`src/rtl/ulaw_rtp_packetizer_core_defines.svh`:
```
// Assertion macros shared by the queue and back-end RTL files.
`ifndef ULAW_RTP_PACKETIZER_CORE_DEFINES_SVH
`define ULAW_RTP_PACKETIZER_CORE_DEFINES_SVH

`ifndef NO_ASSERTIONS
`define ULAW_ASSERT(lbl, clk, rst_n, prop, msg) \
    lbl: assert property (@(posedge clk) disable iff (!rst_n) prop) else $error(msg);
`define ULAW_ASSERT_ALWAYS(lbl, clk, prop, msg) \
    lbl: assert property (@(posedge clk) prop) else $error(msg);
`else
`define ULAW_ASSERT(lbl, clk, rst_n, prop, msg)
`define ULAW_ASSERT_ALWAYS(lbl, clk, prop, msg)
`endif

`endif

```
`src/rtl/ulawrtp_pkg.sv`:
```
package ulawrtp_pkg;

    localparam int SAMPLES_PER_PACKET = 160;
    localparam int SIDX_W             = 8;

    localparam int HDR_BYTES = 12;
    localparam int SR_BYTES  = 28;
    localparam int BIDX_W    = 5;

    localparam int QDEPTH = 2;
    localparam int QPTR_W = 1;
    localparam int QCNT_W = 2;

    localparam logic [16:0] ULAW_CLIP        = 17'd32635;
    localparam logic [15:0] ULAW_BIAS        = 16'h0084;
    localparam logic [7:0]  RTP_VERSION      = 8'h80;
    localparam logic [7:0]  RTP_PT_PCMU      = 8'h00;
    localparam logic [7:0]  RTCP_SR_TYPE     = 8'd200;
    localparam logic [7:0]  RTCP_SR_LEN_HI   = 8'h00;
    localparam logic [7:0]  RTCP_SR_LEN_LO   = 8'd6;
    localparam logic [31:0] NTP_EPOCH_OFFSET = 32'd2208988800;
    localparam logic [29:0] NS_MAX           = 30'd999999999;
    localparam logic [30:0] NS_PER_SECOND    = 31'd1000000000;

    // ceil(2^74 / 5^9): ns * this >> 51 equals floor(ns * 2^32 / 10^9) for every ns below 10^9
    localparam logic [53:0] NTP_FRAC_MUL    = 54'd9671406556917034;
    localparam logic [26:0] NTP_FRAC_MUL_LO = NTP_FRAC_MUL[26:0];
    localparam logic [26:0] NTP_FRAC_MUL_HI = NTP_FRAC_MUL[53:27];

    localparam logic [31:0] SOURCE_ID_RESET       = 32'd12345;
    localparam logic [15:0] INITIAL_SEQ_RESET     = 16'd0;
    localparam logic [15:0] REPORT_INTERVAL_RESET = 16'd50;

    localparam logic [1:0] CFG_SOURCE_ID       = 2'd0;
    localparam logic [1:0] CFG_INITIAL_SEQ     = 2'd1;
    localparam logic [1:0] CFG_REPORT_INTERVAL = 2'd2;

    typedef struct packed {
        logic signed [15:0] pcm_sample;
        logic [31:0]        wall_seconds;
        logic [29:0]        wall_nanoseconds;
    } t_in_word;

    typedef struct packed {
        logic [7:0] out_byte;
        logic       channel;
        logic       packet_end;
    } t_out_word;

    typedef struct packed {
        logic [7:0]  code;
        logic        hdr;
        logic [15:0] seq;
        logic [31:0] hdr_time;
        logic        last;
        logic        report;
        logic [31:0] ntp_sec;
        logic [29:0] ns;
        logic [31:0] sr_time;
        logic [31:0] sr_packets;
        logic [31:0] sr_octets;
    } t_cmd;

    typedef struct packed {
        logic full;
        logic empty;
    } t_q_stat;

    typedef struct packed {
        logic        busy;
        logic [31:0] frac;
    } t_div_stat;

    function automatic logic [7:0] ulaw_encode(input logic [15:0] raw);
        logic        neg;
        logic [16:0] mag;
        logic [15:0] biased;
        logic [2:0]  seg;
        logic [3:0]  mant;
        neg = raw[15];
        mag = neg ? (17'h10000 - {1'b0, raw}) : {1'b0, raw};
        if (mag > ULAW_CLIP) begin
            mag = ULAW_CLIP;
        end
        biased = mag[15:0] + ULAW_BIAS;
        seg = 3'd0;
        for (int s = 1; s < 8; s++) begin
            if (biased[s + 7]) begin
                seg = 3'(s);
            end
        end
        mant = 4'(biased >> ({1'b0, seg} + 4'd3));
        return ~{neg, seg, mant};
    endfunction

endpackage

```
`src/rtl/ulaw_rtp_packetizer_core.sv`:
```
// Each accepted word's first byte passes the queue, the command register and the output register.
// Output: one byte per cycle while i_out_ready is high and no report waits for the NTP fraction;
// a word gives one byte, 13 with its RTP header, and one that closes a report period adds 28 bytes.
// Input is taken while the 2-entry command queue between front and back has room.
// Reset (i_rst_n low, synchronous) clears counters, queue and output; registers take defaults.
module ulaw_rtp_packetizer_core import ulawrtp_pkg::*; (
    input  logic        i_clk,
    input  logic        i_rst_n,
    input  logic        i_in_valid,
    output logic        o_in_ready,
    input  t_in_word    i_in_data,
    output logic        o_out_valid,
    input  logic        i_out_ready,
    output t_out_word   o_out_data,
    input  logic        i_cfg_valid,
    output logic        o_cfg_ready,
    input  logic [1:0]  i_cfg_index,
    input  logic [31:0] i_cfg_data
);

    logic        push;
    logic        pop;
    t_cmd        push_cmd;
    t_cmd        head_cmd;
    t_q_stat     q_stat;
    logic [31:0] source_id;
    logic        div_start;
    t_div_stat   div_stat;

    ulawrtp_front u_front (
        .i_clk       (i_clk),
        .i_rst_n     (i_rst_n),
        .i_in_valid  (i_in_valid),
        .o_in_ready  (o_in_ready),
        .i_in_data   (i_in_data),
        .i_cfg_valid (i_cfg_valid),
        .o_cfg_ready (o_cfg_ready),
        .i_cfg_index (i_cfg_index),
        .i_cfg_data  (i_cfg_data),
        .i_q_stat    (q_stat),
        .o_push      (push),
        .o_cmd       (push_cmd),
        .o_source_id (source_id)
    );

    ulawrtp_fifo u_fifo (
        .i_clk   (i_clk),
        .i_rst_n (i_rst_n),
        .i_push  (push),
        .i_cmd   (push_cmd),
        .i_pop   (pop),
        .o_cmd   (head_cmd),
        .o_stat  (q_stat)
    );

    ulawrtp_div u_div (
        .i_clk   (i_clk),
        .i_rst_n (i_rst_n),
        .i_start (div_start),
        .i_ns    (head_cmd.ns),
        .o_stat  (div_stat)
    );

    ulawrtp_back u_back (
        .i_clk       (i_clk),
        .i_rst_n     (i_rst_n),
        .i_q_cmd     (head_cmd),
        .i_q_stat    (q_stat),
        .o_pop       (pop),
        .i_source_id (source_id),
        .i_div       (div_stat),
        .o_div_start (div_start),
        .o_out_valid (o_out_valid),
        .i_out_ready (i_out_ready),
        .o_out_data  (o_out_data)
    );

endmodule

```
`src/rtl/ulawrtp_front.sv`:
```
module ulawrtp_front import ulawrtp_pkg::*; (
    input  logic        i_clk,
    input  logic        i_rst_n,
    input  logic        i_in_valid,
    output logic        o_in_ready,
    input  t_in_word    i_in_data,
    input  logic        i_cfg_valid,
    output logic        o_cfg_ready,
    input  logic [1:0]  i_cfg_index,
    input  logic [31:0] i_cfg_data,
    input  t_q_stat     i_q_stat,
    output logic        o_push,
    output t_cmd        o_cmd,
    output logic [31:0] o_source_id
);

    logic [31:0]       r_source_id;
    logic [15:0]       r_initial_seq;
    logic [15:0]       r_report_interval;

    logic [SIDX_W-1:0] r_sample_idx, n_sample_idx;
    logic [31:0]       r_packets, n_packets;
    logic [31:0]       r_rtp_time, n_rtp_time;
    logic [31:0]       r_octets, n_octets;
    logic [15:0]       r_countdown, n_countdown;

    logic [SIDX_W-1:0] idx_inc;
    logic [15:0]       cd_inc;
    logic              last;
    logic              report;
    logic              accept;

    assign o_cfg_ready = 1'b1;
    assign o_in_ready  = !i_q_stat.full;
    assign accept      = i_in_valid && o_in_ready;
    assign o_push      = accept;
    assign o_source_id = r_source_id;

    assign idx_inc = r_sample_idx + 1'b1;
    assign last    = idx_inc >= SIDX_W'(SAMPLES_PER_PACKET);
    assign cd_inc  = r_countdown + 1'b1;
    assign report  = last && ((cd_inc >= r_report_interval) || (r_report_interval == 16'd0));

    always_comb begin
        n_sample_idx = last ? '0 : idx_inc;
        n_packets    = r_packets;
        n_rtp_time   = r_rtp_time;
        n_octets     = r_octets;
        n_countdown  = r_countdown;
        if (last) begin
            n_packets   = r_packets + 32'd1;
            n_rtp_time  = r_rtp_time + 32'(SAMPLES_PER_PACKET);
            n_octets    = r_octets + 32'(SAMPLES_PER_PACKET);
            n_countdown = report ? 16'd0 : cd_inc;
        end
    end

    always_comb begin
        o_cmd.code       = ulaw_encode(i_in_data.pcm_sample);
        o_cmd.hdr        = (r_sample_idx == '0);
        o_cmd.seq        = r_initial_seq + r_packets[15:0];
        o_cmd.hdr_time   = r_rtp_time;
        o_cmd.last       = last;
        o_cmd.report     = report;
        o_cmd.ntp_sec    = i_in_data.wall_seconds + NTP_EPOCH_OFFSET;
        // saturate out-of-range nanoseconds
        o_cmd.ns         = (i_in_data.wall_nanoseconds > NS_MAX) ? NS_MAX
                                                                 : i_in_data.wall_nanoseconds;
        o_cmd.sr_time    = n_rtp_time;
        o_cmd.sr_packets = n_packets;
        o_cmd.sr_octets  = n_octets;
    end

    always_ff @(posedge i_clk) begin
        if (!i_rst_n) begin
            r_source_id       <= SOURCE_ID_RESET;
            r_initial_seq     <= INITIAL_SEQ_RESET;
            r_report_interval <= REPORT_INTERVAL_RESET;
        end else if (i_cfg_valid) begin
            unique case (i_cfg_index)
                CFG_SOURCE_ID:       r_source_id       <= i_cfg_data;
                CFG_INITIAL_SEQ:     r_initial_seq     <= i_cfg_data[15:0];
                CFG_REPORT_INTERVAL: r_report_interval <= i_cfg_data[15:0];
                default: ;
            endcase
        end
    end

    always_ff @(posedge i_clk) begin
        if (!i_rst_n) begin
            r_sample_idx <= '0;
            r_packets    <= '0;
            r_rtp_time   <= '0;
            r_octets     <= '0;
            r_countdown  <= '0;
        end else if (accept) begin
            r_sample_idx <= n_sample_idx;
            r_packets    <= n_packets;
            r_rtp_time   <= n_rtp_time;
            r_octets     <= n_octets;
            r_countdown  <= n_countdown;
        end
    end

endmodule

```
`src/rtl/ulawrtp_fifo.sv`:
```
`include "ulaw_rtp_packetizer_core_defines.svh"

module ulawrtp_fifo import ulawrtp_pkg::*; (
    input  logic    i_clk,
    input  logic    i_rst_n,
    input  logic    i_push,
    input  t_cmd    i_cmd,
    input  logic    i_pop,
    output t_cmd    o_cmd,
    output t_q_stat o_stat
);

    t_cmd              r_mem [QDEPTH];
    logic [QPTR_W-1:0] r_wr_ptr;
    logic [QPTR_W-1:0] r_rd_ptr;
    logic [QCNT_W-1:0] r_count;

    assign o_cmd        = r_mem[r_rd_ptr];
    assign o_stat.full  = (r_count == QCNT_W'(QDEPTH));
    assign o_stat.empty = (r_count == '0);

    always_ff @(posedge i_clk) begin
        if (i_push) begin
            r_mem[r_wr_ptr] <= i_cmd;
        end
    end

    always_ff @(posedge i_clk) begin
        if (!i_rst_n) begin
            r_wr_ptr <= '0;
            r_rd_ptr <= '0;
            r_count  <= '0;
        end else begin
            if (i_push) begin
                r_wr_ptr <= r_wr_ptr + 1'b1;
            end
            if (i_pop) begin
                r_rd_ptr <= r_rd_ptr + 1'b1;
            end
            r_count <= r_count + QCNT_W'(i_push) - QCNT_W'(i_pop);
        end
    end

    `ULAW_ASSERT(a_no_overflow, i_clk, i_rst_n, i_push |-> !o_stat.full, "push into full queue")
    `ULAW_ASSERT(a_no_underflow, i_clk, i_rst_n, i_pop |-> !o_stat.empty, "pop from empty queue")
    `ULAW_ASSERT(a_count_bound, i_clk, i_rst_n, r_count <= QCNT_W'(QDEPTH), "queue count too big")

endmodule

```
`src/rtl/ulawrtp_div.sv`:
```
module ulawrtp_div import ulawrtp_pkg::*; (
    input  logic        i_clk,
    input  logic        i_rst_n,
    input  logic        i_start,
    input  logic [29:0] i_ns,
    output t_div_stat   o_stat
);

    // ns * 2^32 / 10^9 by reciprocal multiply, one half of the constant per cycle:
    // first keep (ns * low half) >> 27, then add ns * high half and keep bits 55:24
    logic [29:0] r_ns;
    logic [29:0] r_lo;
    logic [31:0] r_frac;
    logic        r_step;
    logic        r_busy;
    logic [26:0] mul_k;
    logic [56:0] prod;
    logic [57:0] acc;

    assign mul_k = r_step ? NTP_FRAC_MUL_HI : NTP_FRAC_MUL_LO;
    assign prod  = 57'(r_ns) * 57'(mul_k);
    assign acc   = 58'(prod) + 58'(r_lo);

    assign o_stat.busy = r_busy;
    assign o_stat.frac = r_frac;

    always_ff @(posedge i_clk) begin
        if (i_start) begin
            r_ns <= i_ns;
        end else if (r_busy) begin
            if (!r_step) begin
                r_lo <= prod[56:27];
            end else begin
                r_frac <= acc[55:24];
            end
        end
    end

    always_ff @(posedge i_clk) begin
        if (!i_rst_n) begin
            r_busy <= 1'b0;
            r_step <= 1'b0;
        end else if (i_start) begin
            r_busy <= 1'b1;
            r_step <= 1'b0;
        end else if (r_busy) begin
            r_step <= 1'b1;
            if (r_step) begin
                r_busy <= 1'b0;
            end
        end
    end

endmodule

```
`src/rtl/ulawrtp_back.sv`:
```
`include "ulaw_rtp_packetizer_core_defines.svh"

module ulawrtp_back import ulawrtp_pkg::*; (
    input  logic        i_clk,
    input  logic        i_rst_n,
    input  t_cmd        i_q_cmd,
    input  t_q_stat     i_q_stat,
    output logic        o_pop,
    input  logic [31:0] i_source_id,
    input  t_div_stat   i_div,
    output logic        o_div_start,
    output logic        o_out_valid,
    input  logic        i_out_ready,
    output t_out_word   o_out_data
);

    localparam logic [1:0] PH_HDR  = 2'd0;
    localparam logic [1:0] PH_CODE = 2'd1;
    localparam logic [1:0] PH_SR   = 2'd2;

    logic [1:0]        r_phase, n_phase;
    logic [BIDX_W-1:0] r_idx, n_idx;
    logic              r_busy, n_busy;
    t_cmd              r_cmd;
    logic              r_ovalid;
    t_out_word         r_odata;

    logic [HDR_BYTES*8-1:0] hdr_word;
    logic [SR_BYTES*8-1:0]  sr_word;
    t_out_word              cur;
    logic                   out_free;
    logic                   stall;
    logic                   emit;
    logic                   item_done;
    logic                   load;

    assign hdr_word = {RTP_VERSION, RTP_PT_PCMU, r_cmd.seq, r_cmd.hdr_time, i_source_id};
    assign sr_word  = {RTP_VERSION, RTCP_SR_TYPE, RTCP_SR_LEN_HI, RTCP_SR_LEN_LO,
                       i_source_id, r_cmd.ntp_sec, i_div.frac, r_cmd.sr_time,
                       r_cmd.sr_packets, r_cmd.sr_octets};

    assign out_free  = !r_ovalid || i_out_ready;
    // hold the report until the NTP fraction is ready
    assign stall     = (r_phase == PH_SR) && i_div.busy;
    assign emit      = r_busy && out_free && !stall;
    assign item_done = emit && (((r_phase == PH_CODE) && !r_cmd.report) ||
                                ((r_phase == PH_SR) && (r_idx == BIDX_W'(SR_BYTES - 1))));
    assign load        = !i_q_stat.empty && (!r_busy || item_done);
    assign o_pop       = load;
    assign o_div_start = load && i_q_cmd.report;

    always_comb begin
        cur = '0;
        unique case (r_phase)
            PH_HDR: begin
                cur.out_byte = hdr_word[(HDR_BYTES - 1 - int'(r_idx)) * 8 +: 8];
            end
            PH_CODE: begin
                cur.out_byte   = r_cmd.code;
                cur.packet_end = r_cmd.last;
            end
            PH_SR: begin
                cur.out_byte   = sr_word[(SR_BYTES - 1 - int'(r_idx)) * 8 +: 8];
                cur.channel    = 1'b1;
                cur.packet_end = (r_idx == BIDX_W'(SR_BYTES - 1));
            end
            default: ;
        endcase
    end

    always_comb begin
        n_phase = r_phase;
        n_idx   = r_idx;
        n_busy  = r_busy;
        if (emit) begin
            unique case (r_phase)
                PH_HDR: begin
                    if (r_idx == BIDX_W'(HDR_BYTES - 1)) begin
                        n_phase = PH_CODE;
                        n_idx   = '0;
                    end else begin
                        n_idx = r_idx + 1'b1;
                    end
                end
                PH_CODE: begin
                    n_phase = PH_SR;
                    n_idx   = '0;
                end
                PH_SR: begin
                    n_idx = r_idx + 1'b1;
                end
                default: ;
            endcase
        end
        if (item_done) begin
            n_busy = 1'b0;
        end
        if (load) begin
            n_busy  = 1'b1;
            n_phase = i_q_cmd.hdr ? PH_HDR : PH_CODE;
            n_idx   = '0;
        end
    end

    always_ff @(posedge i_clk) begin
        if (load) begin
            r_cmd <= i_q_cmd;
        end
        if (emit) begin
            r_odata <= cur;
        end
    end

    always_ff @(posedge i_clk) begin
        if (!i_rst_n) begin
            r_phase  <= PH_CODE;
            r_idx    <= '0;
            r_busy   <= 1'b0;
            r_ovalid <= 1'b0;
        end else begin
            r_phase <= n_phase;
            r_idx   <= n_idx;
            r_busy  <= n_busy;
            if (out_free) begin
                r_ovalid <= emit;
            end
        end
    end

    assign o_out_valid = r_ovalid;
    assign o_out_data  = r_odata;

    `ULAW_ASSERT(a_div_owner, i_clk, i_rst_n, i_div.busy |-> (r_busy && r_cmd.report), "divider busy without a report")
    `ULAW_ASSERT(a_sr_has_report, i_clk, i_rst_n, (r_busy && r_phase == PH_SR) |-> r_cmd.report, "report bytes without a report")
    `ULAW_ASSERT(a_hdr_idx, i_clk, i_rst_n, (r_busy && r_phase == PH_HDR) |-> (r_idx < BIDX_W'(HDR_BYTES)), "header index out of range")

endmodule

```
`config.mk`:
```
export PLATFORM = sky130hd
export DESIGN_NAME = ulaw_rtp_packetizer_core
export DESIGN_NICKNAME = d
export VERILOG_FILES = /design/src/rtl/ulawrtp_pkg.sv /design/src/rtl/ulaw_rtp_packetizer_core.sv /design/src/rtl/ulawrtp_front.sv /design/src/rtl/ulawrtp_fifo.sv /design/src/rtl/ulawrtp_div.sv /design/src/rtl/ulawrtp_back.sv
export VERILOG_INCLUDE_DIRS = /design/src /design/src/rtl
export SDC_FILE = /design/constraint.sdc
export NUM_CORES = 2
export LEC_CHECK = 0
export ABC_AREA = 1
export BUFFER_PORTS_ARGS = -buffer_cell sky130_fd_sc_hd__buf_2
export CAP_MARGIN = 20
export CORE_MARGIN = 1.5
export CORE_UTILIZATION = 60
export DETAILED_ROUTE_END_ITERATION = 8
export PLACE_DENSITY = 0.81
export SLEW_MARGIN = 10
export SYNTH_ARGS = -nofsm -noshare
export SYNTH_HDL_FRONTEND = slang
export SYNTH_HIERARCHICAL = 1
export SYNTH_SLANG_ARGS = --single-unit
```
`constraint.sdc`:
```
create_clock -name i_clk -period 16.5 [get_ports i_clk]
set_input_delay 3.3 -clock i_clk [delete_from_list [all_inputs] [get_ports i_clk]]
set_output_delay 3.3 -clock i_clk [all_outputs]
set_load 0.1 [all_outputs]
```
After elaboration in Yosys (flattened, before gate mapping)
Memory sizes are Yosys's and may differ from the RTL's. A register that Yosys moved wholly into a read port is not among the register bits. Cells that the tools add are included.

Bits in registers: 487. Bits in latches: 0. Memory bits (read-only): 0. Memories: 1. Input bits: 117. Output and inout bits: 13. Bits in writable memories: 434.

Shift-type cells: 3. Multipliers: 1. Reduce and logical (&&, ||, !) cells: 39. Eq/ne operators: 8. Divide/modulo/power cells: 0. Bitwise gates (word level): 4. Magnitude comparators: 4. $add $sub $neg: 18. Multiplexer cells: 35.

Memory list: u_fifo.r_mem (depth 2, bits a word 217, read ports 1, clocked after memory_dff 1, wr ports 1, line ulawrtp_fifo.sv:13) `t_cmd r_mem [QDEPTH];`.

Operators by type and width (number): $shiftx 224x32->8 (1); $mux 32 (3); $shiftx 96x32->8 (1); $add 32x8->32 const B (2); $mul 30x27->57 (1); $add 56x30->56 (1); $add 32x1->32 const B (1); $add 32x32->32 const B (1); $mux 16 (2); $gt 30x30->1 const B (1); $mux 30 (1); $mux 27 (1); $pmux 8 s3 (1); $gt 17x15->1 const B (1); $mux 17 (1); $sub 17x16->17 const A (1); $add 16x1->16 const B (1); $add 16x16->16 (1); $add 16x8->16 const B (1); $ge 16x16->1 (1); $logic_not 16->1 (1); $shr 16x4->4 (1); $pmux 5 s3 (1); $mux 1 (12); other kinds (32) (73).

Logic depth before layout (Yosys ltp)
Depth after elaboration: 15. Depth in mapped cells: 49. Gate-level depth less buffers: 47.

By module
Netlist, hierarchy kept.

By module, submodules not included: ulawrtp_div (instances 1, seq. area each 2772.7 µm², cells an instance 3388, area each 25528.2 µm²); ulawrtp_fifo (instances 1, seq. area each 13132.6 µm², cells an instance 708, area each 16409.5 µm²); ulawrtp_front (instances 1, seq. area each 3483.3 µm², cells an instance 1774, area each 11796.3 µm²); ulawrtp_back (instances 1, seq. area each 6065.8 µm², cells an instance 918, area each 9480.3 µm²).

Worst setup path before layout
Ideal clock, no wire load.

Kind: input port to flip-flop. Start point: in i_in_valid. End point: mem u_fifo/r_mem[0][0] (netlist name) (enable). Stages on the path: 5. Slack: 2.611 ns. Arrival time: 13.092 ns. Setup time: 0.798 ns. Cell sequence: nand2_1 > clkinv_1 > clkbuf_1 > inv_1 > nor2_1.

Longest elaborated chain between the ends: 3.

RTL lines: start: declaration (line ulaw_rtp_packetizer_core.sv:9) `input logic i_in_valid,`; $logic_and 1x1->1 (line ulawrtp_front.sv:35) `assign accept = i_in_valid && o_in_ready;`; net push (line ulaw_rtp_packetizer_core.sv:21) `logic push;`; $mux 1 (line ulawrtp_fifo.sv:23) `if (i_push) begin`; $mux 1 (implied by the code) (line ulawrtp_fifo.sv:24) `r_mem[r_wr_ptr] <= i_cmd;`; end: declaration (line ulawrtp_fifo.sv:13).

The timed path passes the listed nets, and every way through them passes these cells.

Final worst setup path
Start point: reg u_div.r_step. End point: reg u_div.r_frac[22], data pin.

Longest elaborated chain between the ends: 3.

RTL lines: start: declaration (line ulawrtp_div.sv:14) `logic r_step;`; start signal: assignment (line ulawrtp_div.sv:42) `r_step <= 1'b0;`; start signal: assignment (line ulawrtp_div.sv:45) `r_step <= 1'b0;`; start signal: assignment (line ulawrtp_div.sv:47) `r_step <= 1'b1;`; $mux 27 (line ulawrtp_div.sv:20) `assign mul_k = r_step ? NTP_FRAC_MUL_HI : NTP_FRAC_MUL_LO;`; $mul 30x27->57 (line ulawrtp_div.sv:21) `assign prod = 57'(r_ns) * 57'(mul_k);`; net u_div.prod[29] (line ulawrtp_div.sv:17) `logic [56:0] prod;`; $add 56x30->56 (line ulawrtp_div.sv:22) `assign acc = 58'(prod) + 58'(r_lo);`; net u_div.acc[46] (line ulawrtp_div.sv:18) `logic [57:0] acc;`; end signal: assignment (line ulawrtp_div.sv:34) `r_frac <= acc[55:24];`; end: declaration (line ulawrtp_div.sv:13) `logic [31:0] r_frac;`.

The timed path passes the listed nets, and every way through them passes these cells. A chain may end at the register's enable or synchronous reset.

==> reports/results.ini <==
[outcome]
status = completed

[timing]
setup_violations = 0
finalHoldViolCount = 0
fin_crit_sh_pct = 54.8
min_period_ps = 9050
tightest_slew_ps = 1150
finClkSkew_ps = 47.8
max_freq_mhz = 111
slew_viol_final = 0
tns_ps = 0
slew_headroom_pct = 23.3
rsz0062_at_grt = false

[cts]
clock_sinks = 911
numCtsBuffers = 93
ctsHoldBuffers = 0
htreeDepth = 3
clkLatencyLatePin_ps = 710
cts-root-buf = clkbuf_16
cts_resized = 0
cts_buffer_depth = 3
clkSlewWorstSetupHoldPaths_ps = 70
post_cts_buffers = 0
cts_tree = built

[layout]
final_common_cell = inv_1
drive_above_1_share_pct = 10.8
final_nets = 7778
postLayoutCoreUtil_pct = 65.5
final_cell_mix = 1438 x inv_1, 1237 x nand2_1, 721 x edfxtp_1
fin_area_sq_mm = 0.0681
area_delta_synth_final_pct = 7.68

[global_route]
antenna_found_initial = 5
grt_pass1_wl_microns = 260000
gr-total-overflow = 0
grt_pass1_vias = 46900
grt_usage_pct = 31.4
grt_max_degree = 101

[yosys]
synth-seq-cells = 911
seq_area_frac_synth_pct = 40.3
synthFlopType = edfxtp_1
yosysTopAreaCellShare_pct = 34.2
synth_edf_count = 721
synth_top_area_cell = edfxtp_1
netlist_top_cells_area = edfxtp_1 34%, fa_1 12%, inv_1 8.5%
postSynthCellCount = 6788
synthArstFlopShare_pct = 0
synth.distinct_cells = 69
synth_warnings = 6
syn-cell-area_sq_mm = 0.0632
avgSynthCellArea_sq_um = 9.31

[placement]
routabilityCongestion = 1.03
io_buffer_count = 128
dpl.hpwl_microns = 125000
dpl_cell_area_sq_mm = 0.0648

[routing]
vias = 46700
wire_per_inst_microns = 20.0
ant_nets = 0
wl_microns = 167000
dr.pass1.iters = 6
drc_errors = 0
drtIter0Drc = 4829
vias_per_cell = 5.61

[floorplan]
die-height_microns = 328
die_area_sq_mm = 0.107
core-area_sq_mm = 0.104
num_io_pins = 130
die_width_microns = 328
start_util_pct = 60.8
rows = 118

[worst_hold_path]
min_path_type = reg2reg

[critical_path]
critPathMostFrequentCell = inv_1
path_depth = 37
critPathKind = reg2reg
r2r_start = u_div/r_step$_SDFFE_PP0P_
endpoint = u_div/r_frac[22]$_DFFE_PP_
r2r_setup_slack_ps = 7450
cp-end-kind = flop
critPathMaxFanout = 41
r2r_end = u_div/r_frac[22]$_DFFE_PP_
cp.arrival_ps = 9470
cp_top_family = adder cells
cp_num_buf_inv = 10
startpoint = u_div/r_step$_SDFFE_PP0P_
cp.required_ps = 16920
rr_worst_depth = 37
critPathLaunchType = flop
critPathSlowestCell = dfxtp_2
slowest_delay_ps = 620

[flow_run]
drv_cap = 0

[metal layers]
metal,vias up,share of wire [%],global-route usage (%)
met4,6,4.9,14.2
met2,2185,47,51.5
met5,-,0.024,0
met1,22400,40,41.6
li1,21700,-,-
met3,423,8.1,4.63
[worst reg2reg max path, delay by kind of cell, from the launching register on]
family / cells / cell delay, ps
adders and majority gates: 9 / 4080
buffers and inverters: 10 / 1020
xor gates and xnor gates: 2 / 490
and+or+nand+nor: 12 / 2030
AOI/OAI and AO/OA: 4 / 530
DFF: 1 / 620
[how the worst min path moves through the flow]
| stage | start | end | slack, ps | depth (start not counted) |
|---|---|---|---|---|
| final | u_front/o_source_id[13]$_SDFFE_PN1P_ | u_front/o_source_id[13]$_SDFFE_PN1P_ | 460 | 2 |
| after global routing | u_front/o_source_id[0]$_SDFFE_PN1P_ | u_front/o_source_id[0]$_SDFFE_PN1P_ | 480 | 2 |
| after CTS | u_front/o_source_id[0]$_SDFFE_PN1P_ | u_front/o_source_id[0]$_SDFFE_PN1P_ | 460 | 2 |
| after detailed placement | u_front/o_source_id[3]$_SDFFE_PN1P_ | u_front/o_source_id[3]$_SDFFE_PN1P_ | 440 | 2 |
| after global placement | u_front/o_source_id[4]$_SDFFE_PN1P_ | u_front/o_source_id[4]$_SDFFE_PN1P_ | 440 | 2 |
| after floorplan | u_front/o_source_id[0]$_SDFFE_PN1P_ | u_front/o_source_id[0]$_SDFFE_PN1P_ | 430 | 2 |
[flip-flops by register name, summed over array words and instances, names as in the netlist, 10 cells and up, named ones only]
signal / count
u_back/r_cmd: 138
u_front/o_source_id: 32
u_front/r_countdown: 16
u_front/r_initial_seq: 16
u_front/r_report_interval: 16
u_div/r_ns: 30
u_div/r_frac: 32
u_fifo/r_mem: 434
u_front/r_packets: 32
u_front/r_octets: 27
u_div/r_lo: 29
u_back/hdr_word: 48
u_front/r_rtp_time: 27
u_back/o_out_data: 10
[stage by stage]
step / instances / hold WS [ps] / worst slack (ps)
5_1_grt: 8327 / 481 / 6890
2_1_floorplan: 6803 / 429 / 2610
4_1_cts: 8326 / 461 / 7530
3_5_place_dp: 8151 / 443 / 7600
6_report: 8328 / 460 / 7450
3_3_place_gp: 8151 / 438 / 7820
[synth_stat cells, types with 10 or more instances]
master,instances
a21oi_1,218
buf_2,31
buf_4,40
buf_6,25
clkbuf_1,89
dfxtp_1,190
edfxtp_1,721
fa_1,365
ha_1,429
inv_1,1439
inv_2,24
mux2_2,87
mux2_4,130
nand2_1,1238
nand2_2,54
nand2_4,10
nand3_1,415
nand3_2,13
nand4_1,61
nor2_1,487
nor2_2,44
nor2_4,15
nor3_1,42
nor3_2,10
nor4_1,22
o211ai_1,13
o21ai_0,225
o21ai_1,12
or2_2,32
xnor2_1,26
xor2_1,165
[cell families after synthesis]
group	after synthesis	share of synthesized area (%)
AOI/OAI and AO/OA	542	4.67
buffers and inverters	1663	10.5
other	3	0.0178
and+or+nand+nor	2466	17.1
DFF	911	40.3
xor gates and xnor gates	192	2.69
muxes	217	4.64
adders and majority gates	794	20.1
[area by class of cell]
type                       count  area, sq um
multi-input combinational   4229        31200
antenna                        1         2.50
fill                        8113        35900
sequential                   911        25500
clock inverter                66          798
clock buffer                 109         2430
timing repair buffer         161          908
tap                         1380         1730
inverter                    1471         5540
Power is left out: the tool's default activity adds up to more than one toggle a clock period on the data nets, which glitch-free logic cannot reach.
